$ cat config.mk
export PLATFORM = sky130hd
export DESIGN_NAME = rover_motion_sequencer
export DESIGN_NICKNAME = d
export VERILOG_FILES = /design/src/rms_pkg.sv /design/src/rms_core.sv /design/src/rover_motion_sequencer.sv
export SDC_FILE = /design/constraint.sdc
export NUM_CORES = 2
export LEC_CHECK = 0
export BUFFER_PORTS_ARGS = -buffer_cell sky130_fd_sc_hd__buf_2
export CAP_MARGIN = 25
export CORE_MARGIN = 1
export CORE_UTILIZATION = 40
export CTS_BUF_LIST = sky130_fd_sc_hd__clkbuf_4 sky130_fd_sc_hd__clkbuf_8
export DETAILED_ROUTE_END_ITERATION = 8
export SLEW_MARGIN = 20
export SYNTH_ARGS = -nofsm -noshare
export SYNTH_HDL_FRONTEND = slang
export SYNTH_SLANG_ARGS = --single-unit
$ cat constraint.sdc
create_clock -name clk -period 22.1 [get_ports clk]
set_input_delay 4.42 -clock clk [delete_from_list [all_inputs] [get_ports clk]]
set_output_delay 4.42 -clock clk [all_outputs]
set_load 0.02 [all_outputs]
$ cat src/rms_pkg.sv
// ----------------------------------------------------------------------------
// Rover motion sequencer package
// Shared types, register indexes and command codes of the motion sequencer.
// ----------------------------------------------------------------------------
package rms_pkg;

  localparam int TIME_BITS = 32;

  // Configuration register indexes.
  localparam logic [2:0] REG_DRIVE_SPEED   = 3'd0;
  localparam logic [2:0] REG_NEAR_LIMIT    = 3'd1;
  localparam logic [2:0] REG_FULL_TURN     = 3'd2;
  localparam logic [2:0] REG_BACKUP        = 3'd3;
  localparam logic [2:0] REG_INSPECT_FWD   = 3'd4;
  localparam logic [2:0] REG_SETTLE_PAUSE  = 3'd5;

  // Command bytes.
  localparam logic [7:0] CMD_NONE    = 8'h30;  // '0'
  localparam logic [7:0] CMD_LF      = 8'h0A;
  localparam logic [7:0] CMD_CR      = 8'h0D;
  localparam logic [7:0] CMD_FWD     = 8'h77;  // 'w'
  localparam logic [7:0] CMD_LEFT    = 8'h61;  // 'a'
  localparam logic [7:0] CMD_STOP    = 8'h73;  // 's'
  localparam logic [7:0] CMD_RIGHT   = 8'h64;  // 'd'
  localparam logic [7:0] CMD_REV     = 8'h78;  // 'x'
  localparam logic [7:0] CMD_TURN_Q  = 8'h71;  // 'q'
  localparam logic [7:0] CMD_TURN_E  = 8'h65;  // 'e'
  localparam logic [7:0] CMD_BACKUP  = 8'h6F;  // 'o'
  localparam logic [7:0] CMD_INSPECT = 8'h63;  // 'c'

  // Inspection phases.
  localparam logic [1:0] PH_FORWARD = 2'd0;
  localparam logic [1:0] PH_PAUSE   = 2'd1;
  localparam logic [1:0] PH_TURN    = 2'd2;
  localparam logic [1:0] PH_REVERSE = 2'd3;

  typedef struct packed {
    logic [7:0]  drive_speed;
    logic [8:0]  near_limit_cm;
    logic [15:0] full_turn_ms;
    logic [15:0] backup_ms;
    logic [15:0] inspect_forward_ms;
    logic [15:0] settle_pause_ms;
  } cfg_t;

  typedef struct packed {
    logic signed [8:0]      left_drive;
    logic signed [8:0]      right_drive;
    logic [7:0]             previous_command;
    logic                   obstacle_flag;
    logic                   turn_active;
    logic [TIME_BITS-1:0]   turn_begin;
    logic [15:0]            turn_length;
    logic                   inspect_active;
    logic [1:0]             inspect_phase;
    logic [TIME_BITS-1:0]   leg_begin;
    logic [TIME_BITS-1:0]   pause_begin;
    logic [TIME_BITS-1:0]   return_length;
    logic                   link_ok;
    logic [TIME_BITS-1:0]   backup_begin;
  } state_t;

  typedef struct packed {
    logic       left_forward;
    logic [7:0] left_pwm;
    logic       right_forward;
    logic [7:0] right_pwm;
    logic       obstacle_seen;
    logic       turning;
    logic       inspecting_now;
    logic       backing_up;
    logic [1:0] inspect_step;
  } result_t;

endpackage

$ cat src/rms_core.sv
// ----------------------------------------------------------------------------
// Rover motion sequencer step logic
// Combinational update of the sequencer state for one control tick.
// ----------------------------------------------------------------------------
module rms_core import rms_pkg::*; (
  input  cfg_t                 cfg,
  input  state_t               st,
  input  logic [TIME_BITS-1:0] now_ms,
  input  logic [8:0]           distance_cm,
  input  logic                 cmd_valid,
  input  logic [7:0]           cmd_byte,
  output state_t               st_next,
  output result_t              res
);

  function automatic logic [TIME_BITS-1:0] elapsed(input logic [TIME_BITS-1:0] now,
                                                   input logic [TIME_BITS-1:0] since);
    return now - since;
  endfunction

  function automatic logic [TIME_BITS-1:0] widen16(input logic [15:0] v);
    return {{(TIME_BITS-16){1'b0}}, v};
  endfunction

  function automatic state_t set_drive(input state_t s, input logic signed [8:0] l,
                                       input logic signed [8:0] r);
    state_t t;
    t = s;
    t.left_drive  = l;
    t.right_drive = r;
    return t;
  endfunction

  function automatic state_t half_turn(input state_t s, input logic [TIME_BITS-1:0] now,
                                       input logic positive, input cfg_t c);
    state_t t;
    logic signed [8:0] sp;
    t  = s;
    sp = $signed({1'b0, c.drive_speed});
    if (!t.turn_active) begin
      t.turn_begin  = now;
      t.turn_length = c.full_turn_ms >> 1;
      if (positive) t = set_drive(t, -sp, sp);
      else t = set_drive(t, sp, -sp);
      t.turn_active = 1'b1;
    end else if (elapsed(now, t.turn_begin) >= widen16(t.turn_length)) begin
      t = set_drive(t, 9'sd0, 9'sd0);
      t.turn_active      = 1'b0;
      t.previous_command = CMD_NONE;
    end
    return t;
  endfunction

  function automatic state_t backup_step(input state_t s, input logic [TIME_BITS-1:0] now,
                                         input cfg_t c);
    state_t t;
    logic signed [8:0] sp;
    t  = s;
    sp = $signed({1'b0, c.drive_speed});
    if (t.link_ok) begin
      t.link_ok      = 1'b0;
      t.backup_begin = now;
      t = set_drive(t, -sp, -sp);
    end else if (elapsed(now, t.backup_begin) >= widen16(c.backup_ms)) begin
      t = set_drive(t, 9'sd0, 9'sd0);
      t.link_ok = 1'b1;
    end
    return t;
  endfunction

  function automatic state_t inspect_advance(input state_t s,
                                             input logic [TIME_BITS-1:0] now,
                                             input cfg_t c);
    state_t t;
    logic signed [8:0] sp;
    t  = s;
    sp = $signed({1'b0, c.drive_speed});
    if (!t.inspect_active) begin
      t.inspect_active = 1'b1;
      t.inspect_phase  = PH_FORWARD;
      t.leg_begin      = now;
    end else begin
      case (t.inspect_phase)
        PH_FORWARD: begin
          if (t.obstacle_flag) begin
            // An obstacle cuts the leg short; the reverse leg retraces it.
            t = set_drive(t, 9'sd0, 9'sd0);
            t.pause_begin   = now;
            t.return_length = elapsed(now, t.leg_begin);
            t.inspect_phase = PH_PAUSE;
          end else if (elapsed(now, t.leg_begin) >= widen16(c.inspect_forward_ms)) begin
            t = set_drive(t, 9'sd0, 9'sd0);
            t.pause_begin   = now;
            t.return_length = widen16(c.inspect_forward_ms);
            t.inspect_phase = PH_PAUSE;
          end else begin
            t = set_drive(t, sp, sp);
          end
        end
        PH_PAUSE: begin
          if (elapsed(now, t.pause_begin) >= widen16(c.settle_pause_ms)) begin
            t = half_turn(t, now, 1'b1, c);
            t.inspect_phase = PH_TURN;
          end
        end
        PH_TURN: begin
          if (!t.turn_active) begin
            t.leg_begin     = now;
            t.inspect_phase = PH_REVERSE;
          end
        end
        default: begin
          if (elapsed(now, t.leg_begin) >= t.return_length) begin
            t = set_drive(t, 9'sd0, 9'sd0);
            t.inspect_active = 1'b0;
            t.inspect_phase  = PH_FORWARD;
          end else begin
            t = set_drive(t, -sp, -sp);
          end
        end
      endcase
    end
    return t;
  endfunction

  state_t            t;
  logic [7:0]        c;
  logic              motion;
  logic signed [8:0] sp;

  always_comb begin
    t  = st;
    sp = $signed({1'b0, cfg.drive_speed});
    c  = CMD_NONE;

    if (distance_cm != 9'd0 && distance_cm < cfg.near_limit_cm) begin
      if (!t.obstacle_flag) begin
        t.obstacle_flag = 1'b1;
        if (t.previous_command == CMD_FWD) t = set_drive(t, 9'sd0, 9'sd0);
      end
    end else begin
      t.obstacle_flag = 1'b0;
    end

    if (!t.link_ok) t = backup_step(t, now_ms, cfg);
    if (t.turn_active) t = half_turn(t, now_ms, 1'b1, cfg);
    if (t.inspect_active) t = inspect_advance(t, now_ms, cfg);

    if (cmd_valid && cmd_byte != CMD_LF && cmd_byte != CMD_CR) begin
      c = cmd_byte;
      t.previous_command = cmd_byte;
    end

    motion = c inside {CMD_FWD, CMD_LEFT, CMD_STOP, CMD_RIGHT, CMD_REV, CMD_TURN_Q,
                       CMD_TURN_E};

    if (c != CMD_NONE) begin
      // Motion commands cancel every timed action first.
      if (motion && (t.turn_active || t.inspect_active || !t.link_ok)) begin
        t.turn_active    = 1'b0;
        t.inspect_active = 1'b0;
        t.link_ok        = 1'b1;
        t.inspect_phase  = PH_FORWARD;
        t = set_drive(t, 9'sd0, 9'sd0);
      end
      unique case (c)
        CMD_FWD: begin
          if (t.obstacle_flag) t = set_drive(t, 9'sd0, 9'sd0);
          else t = set_drive(t, sp, sp);
        end
        CMD_STOP:    t = set_drive(t, 9'sd0, 9'sd0);
        CMD_REV:     t = set_drive(t, -sp, -sp);
        CMD_RIGHT:   t = set_drive(t, sp, -sp);
        CMD_LEFT:    t = set_drive(t, -sp, sp);
        CMD_TURN_Q:  t = half_turn(t, now_ms, 1'b0, cfg);
        CMD_TURN_E:  t = half_turn(t, now_ms, 1'b1, cfg);
        CMD_BACKUP:  t = backup_step(t, now_ms, cfg);
        CMD_INSPECT: t = inspect_advance(t, now_ms, cfg);
        default: ;
      endcase
    end else if (!t.turn_active && !t.inspect_active && t.link_ok) begin
      t = set_drive(t, 9'sd0, 9'sd0);
    end

    st_next = t;

    res.left_forward   = ~t.left_drive[8];
    res.left_pwm       = t.left_drive[8] ? 8'(-t.left_drive) : t.left_drive[7:0];
    res.right_forward  = ~t.right_drive[8];
    res.right_pwm      = t.right_drive[8] ? 8'(-t.right_drive) : t.right_drive[7:0];
    res.obstacle_seen  = t.obstacle_flag;
    res.turning        = t.turn_active;
    res.inspecting_now = t.inspect_active;
    res.backing_up     = ~t.link_ok;
    res.inspect_step   = t.inspect_phase;
  end

endmodule

$ cat src/rover_motion_sequencer.sv
// ----------------------------------------------------------------------------
// Rover motion sequencer
// Obstacle flag, timed half turn, link-lost backup and inspection sequence,
// one control tick per item, two motor outputs per tick.
//
//   channel  direction  handshake            payload
//   in       input      in_valid / in_stall  now_ms, distance_cm, cmd_valid, cmd_byte
//   out      output     out_valid/out_stall  motor pairs and mode flags
//   config   input      cfg_we               cfg_index, cfg_data
//
// An item is taken into the input register; the step logic then updates the
// state from it and loads the result register, which offers the result. One
// item per cycle is sustained while the output is not stalled. The step logic
// runs only when the result register is empty or being taken, so a stalled
// output stalls the input one item later. Reset restores state and registers;
// no clearing pass is needed.
// ----------------------------------------------------------------------------
module rover_motion_sequencer import rms_pkg::*; (
  input  logic                 clk,
  input  logic                 rst,
  input  logic                 cfg_we,
  input  logic [2:0]           cfg_index,
  input  logic [15:0]          cfg_data,
  input  logic                 in_valid,
  output logic                 in_stall,
  input  logic [TIME_BITS-1:0] now_ms,
  input  logic [8:0]           distance_cm,
  input  logic                 cmd_valid,
  input  logic [7:0]           cmd_byte,
  output logic                 out_valid,
  input  logic                 out_stall,
  output logic                 left_forward,
  output logic [7:0]           left_pwm,
  output logic                 right_forward,
  output logic [7:0]           right_pwm,
  output logic                 obstacle_seen,
  output logic                 turning,
  output logic                 inspecting_now,
  output logic                 backing_up,
  output logic [1:0]           inspect_step
);

  cfg_t                 cfg;
  state_t               st;
  state_t               st_next;
  result_t              res_next;
  result_t              res;

  logic                 ir_valid;
  logic [TIME_BITS-1:0] ir_now;
  logic [8:0]           ir_distance;
  logic                 ir_cmd_valid;
  logic [7:0]           ir_cmd_byte;
  logic                 advance;

  assign advance  = ir_valid && (!out_valid || !out_stall);
  assign in_stall = ir_valid && !advance;

  always_ff @(posedge clk) begin
    if (rst) begin
      cfg.drive_speed        <= 8'd150;
      cfg.near_limit_cm      <= 9'd10;
      cfg.full_turn_ms       <= 16'd2000;
      cfg.backup_ms          <= 16'd2000;
      cfg.inspect_forward_ms <= 16'd2000;
      cfg.settle_pause_ms    <= 16'd100;
    end else if (cfg_we) begin
      unique case (cfg_index)
        REG_DRIVE_SPEED:  cfg.drive_speed        <= cfg_data[7:0];
        REG_NEAR_LIMIT:   cfg.near_limit_cm      <= cfg_data[8:0];
        REG_FULL_TURN:    cfg.full_turn_ms       <= cfg_data;
        REG_BACKUP:       cfg.backup_ms          <= cfg_data;
        REG_INSPECT_FWD:  cfg.inspect_forward_ms <= cfg_data;
        REG_SETTLE_PAUSE: cfg.settle_pause_ms    <= cfg_data;
        default: ;
      endcase
    end
  end

  always_ff @(posedge clk) begin
    if (rst) begin
      ir_valid <= 1'b0;
    end else if (in_valid && !in_stall) begin
      ir_valid <= 1'b1;
    end else if (advance) begin
      ir_valid <= 1'b0;
    end
  end

  always_ff @(posedge clk) begin
    if (in_valid && !in_stall) begin
      ir_now       <= now_ms;
      ir_distance  <= distance_cm;
      ir_cmd_valid <= cmd_valid;
      ir_cmd_byte  <= cmd_byte;
    end
  end

  rms_core u_core (
    .cfg         (cfg),
    .st          (st),
    .now_ms      (ir_now),
    .distance_cm (ir_distance),
    .cmd_valid   (ir_cmd_valid),
    .cmd_byte    (ir_cmd_byte),
    .st_next     (st_next),
    .res         (res_next)
  );

  always_ff @(posedge clk) begin
    if (rst) begin
      st.left_drive       <= 9'sd0;
      st.right_drive      <= 9'sd0;
      st.previous_command <= CMD_NONE;
      st.obstacle_flag    <= 1'b0;
      st.turn_active      <= 1'b0;
      st.turn_begin       <= '0;
      st.turn_length      <= 16'd0;
      st.inspect_active   <= 1'b0;
      st.inspect_phase    <= PH_FORWARD;
      st.leg_begin        <= '0;
      st.pause_begin      <= '0;
      st.return_length    <= TIME_BITS'(2000);
      st.link_ok          <= 1'b1;
      st.backup_begin     <= '0;
    end else if (advance) begin
      st <= st_next;
    end
  end

  always_ff @(posedge clk) begin
    if (rst) begin
      out_valid <= 1'b0;
    end else if (advance) begin
      out_valid <= 1'b1;
    end else if (!out_stall) begin
      out_valid <= 1'b0;
    end
  end

  always_ff @(posedge clk) begin
    if (advance) begin
      res <= res_next;
    end
  end

  assign left_forward   = res.left_forward;
  assign left_pwm       = res.left_pwm;
  assign right_forward  = res.right_forward;
  assign right_pwm      = res.right_pwm;
  assign obstacle_seen  = res.obstacle_seen;
  assign turning        = res.turning;
  assign inspecting_now = res.inspecting_now;
  assign backing_up     = res.backing_up;
  assign inspect_step   = res.inspect_step;

endmodule

==> impl_metrics.json <==
{
  "grt_pass1_vias": 33447,
  "wirelength_mm": 130,
  "fin_tns_setup_ns": 0,
  "cp_max_fo": 53,
  "syn-instance-count": 4722,
  "peakVddDrop_v": 0.0000494,
  "drive_gt1_frac": 0.0792,
  "cts_resized": 0,
  "start_kind": "flip-flop",
  "hp-class": "reg2reg",
  "cts_buffer_depth": 3,
  "synth_seq_area_share": 0.227,
  "die_x_um": 299,
  "ys.flop_type": "dfxtp_1",
  "p_int_w": 0.00137,
  "path_class": "reg2reg",
  "ys_ff_latch": 364,
  "avgRoutedWirePerCell_um": 21.8,
  "run_status": "finished clean",
  "htreeDepth": 3,
  "place_hpwl_mm": 97.9,
  "synth_adder_area_share": 0.147,
  "busiest_layer": "met2",
  "cts-root-buf": "clkbuf_8",
  "cp_top_family": "compound AO/OA/AOI/OAI gates",
  "drc": 0,
  "grt_usage": 0.283,
  "synth_cell_types": 114,
  "syn_avg_cell_area_um2": 7.48,
  "place_congestion": 0.986,
  "synth_compound_area_frac": 0.274,
  "cts_setup_buffers": 0,
  "yosys.area_share.simple": 0.217,
  "critPathSlowestCell": "a221oi_1",
  "synth_area_um2": 35300,
  "cts_buffers": 73,
  "synth_top_family_by_area": "compound AO/OA/AOI/OAI gates",
  "power_frac_seq": 0.344,
  "max_cap_violations": 0,
  "drv_slew": 0,
  "grt_max_degree": 200,
  "ios": 100,
  "synth-xor-area-share": 0.0426,
  "p_clk_frac": 0.399,
  "grt_pass1_wl_mm": 198,
  "cp-end-kind": "flip-flop",
  "power.leakage_nw": 14.8,
  "use_met3": 0.0388,
  "viasPerCell": 6.02,
  "cts_tree": "yes",
  "antenna_found_initial": 4,
  "switching_share": 0.339,
  "power_w": 0.00207,
  "grt_use_met2": 0.467,
  "cts_sinks": 364,
  "postSynth.asyncResetShare": 0,
  "dieArea_um2": 89500,
  "ant_nets": 0,
  "clock_skew_ns": 0.0534,
  "yosysWarnings": 0,
  "synth_top_area_share": 0.164,
  "rsz0062_at_grt": "false",
  "area_growth_pct": 10.0,
  "portBuffers": 99,
  "synth.area.top_cells": "dfxtp_1 16%, ha_1 14%, a21oi_1 7.5%",
  "num_vias": 35983,
  "synth.mux.area_fraction": 0.0357,
  "cpPeakStageDelay_ns": 0.84,
  "fp.dieH_um": 299,
  "timing.final.crit_share": 0.599,
  "arrival_ns": 13.69,
  "synthesis.nets": 5207,
  "setup_viol": 0,
  "grt-ovfl-total": 0,
  "p_switching_w": 0.000704,
  "worst_slew_pin_slew_ns": 1.14,
  "synth_edf_count": 74,
  "hold_viol": 0,
  "pwr-share-comb": 0.257,
  "required_ns": 22.55,
  "nets": 5251,
  "powerDensity_nw_per_um2": 53.3,
  "clkLatencyLatePin_ns": 0.75,
  "met1_usage": 0.373,
  "synth_top_area_cell": "dfxtp_1",
  "clk_pin_slew_worst_paths_ns": 0.06,
  "firstDrtPassIters": 8,
  "min_period_ns": 13.23,
  "slew_headroom": 0.239,
  "drt_iter0_drc": 3255,
  "rows": 108,
  "start_util": 0.405,
  "fp.coreArea_um2": 87200,
  "path_buf_inv": 5,
  "max_freq_mhz": 75.6,
  "fillers": 8892,
  "cts_hold_buffers": 0
}
## layer usage
metal / share of wire / wire (um)
met1: 0.44 / 58000
met2: 0.45 / 59300
met3: 0.060 / 7880
met4: 0.040 / 5200
met5: 0.00010 / 13
## power by group through the flow
| stage | Combinational [W] | Clock (W) | Sequential (W) |
|---|---|---|---|
| 6_report | 0.000532 | 0.000828 | 0.000713 |
| 5_1_grt | 0.000585 | 0.000875 | 0.000715 |
| 4_1_cts | 0.000526 | 0.000848 | 0.000713 |
| 3_5_place_dp | 0.000522 | 0 | 0.000727 |
| 3_3_place_gp | 0.000518 | 0 | 0.000727 |
| 2_1_floorplan | 0.000359 | 0 | 0.000730 |
## cell usage in the layout (no fill, tap or decap), drive strengths merged, types with 14 or more instances in the layout
cell / Yosys / routed
buf: 40 / 175
and3: 34 / 34
o31ai: 25 / 25
a21oi: 537 / 537
ha: 404 / 404
edfxtp: 74 / 74
nor4: 32 / 32
a21o: 110 / 110
dfxtp: 290 / 290
xor2: 67 / 67
a211o: 27 / 27
a22oi: 37 / 37
nand3: 99 / 99
mux2i: 118 / 118
nor3: 119 / 119
nand2: 682 / 682
a31oi: 43 / 43
clkinv: 2 / 14
or3: 26 / 26
inv: 310 / 316
o21ai: 247 / 247
o2111ai: 14 / 14
o22ai: 38 / 38
a2111oi: 19 / 19
xnor2: 105 / 105
o21bai: 23 / 23
nand4: 71 / 71
a211oi: 91 / 91
o211ai: 53 / 53
nor2b: 45 / 45
nor2: 349 / 349
o22a: 18 / 18
a311oi: 21 / 21
nand2b: 53 / 53
o21a: 58 / 58
clkbuf: 166 / 106
and2: 38 / 38
a221oi: 27 / 27
nand3b: 31 / 31
## metrics by stage
stage                     hold slack [ns]  instance area [um^2]  setup WS [ns]   util  instances
after floorplan                     0.432                 35300          11.18      -       4722
after detailed placement            0.445                 37100           8.91  0.426       5845
final                               0.449                 38900           8.87  0.446       5981
after global placement              0.439                 37100           8.92  0.426       5844
after global routing                0.466                 38900           7.98  0.446       5981
after CTS                           0.452                 38800           8.80  0.446       5977
## kinds of logic after synthesis
family,after synthesis
and+or+nand+nor,1637
AOI/OAI and AO/OA,1495
buffers and inverters,518
adders and majority gates,411
DFF,364
xor gates and xnor gates,172
muxes,125
## state kept, by name, indices dropped and copies added, names as in the netlist
| register | flops |
|---|---|
| ir_cmd_valid | 1 |
| right_forward | 1 |
| ir_valid | 1 |
| left_forward | 1 |
| ir_now | 32 |
| obstacle_seen | 1 |
| ir_distance | 9 |
| right_pwm | 8 |
| st | 208 |
| backing_up | 1 |
| left_pwm | 8 |
| turning | 1 |
| inspecting_now | 1 |
| out_valid | 1 |
| cfg | 80 |
| inspect_step | 2 |
| ir_cmd_byte | 8 |
## Yosys cell counts (all sizes together), types with 37 or more instances
library cell / instances
dfxtp: 290
xnor2: 105
nor2b: 45
nand3: 99
edfxtp: 74
xor2: 67
inv: 310
a21oi: 537
nand2: 682
o211ai: 53
o21ai: 247
nand2b: 53
mux2i: 118
o22ai: 38
clkbuf: 166
nand4: 71
a21o: 110
and2: 38
a22oi: 37
nor3: 119
nor2: 349
ha: 404
a211oi: 91
a31oi: 43
o21a: 58
buf: 40
## worst min-delay path, stage by stage (launching register included)
cell,delay (ns)
dfxtp_1,0.30
nand2_1,0.05
a21oi_1,0.05
## area by class of cell
type,count,area [um^2],area share
well taps,1155,1450,0.0372
multi-input cells,3840,25400,0.654
clock inverters,26,362,0.00930
clock buffers,106,1330,0.0343
repair buffers,175,1120,0.0287
flip-flops and latches,364,8030,0.206
diodes,3,7.51,0.000193
inverters,312,1170,0.0301
## path summary, 6_finish.rpt
check,startpoint,end,slack [ns],depth (start not counted)
setup / recovery,ir_now[0],left_pwm[3],8.87,48
hold / removal,st[5],st[5],0.45,2
setup reg to reg,ir_now[0],left_pwm[3],8.87,48
hold reg to reg,st[5],st[5],0.45,2
No activity file was read; power rests on OpenSTA's default activity.
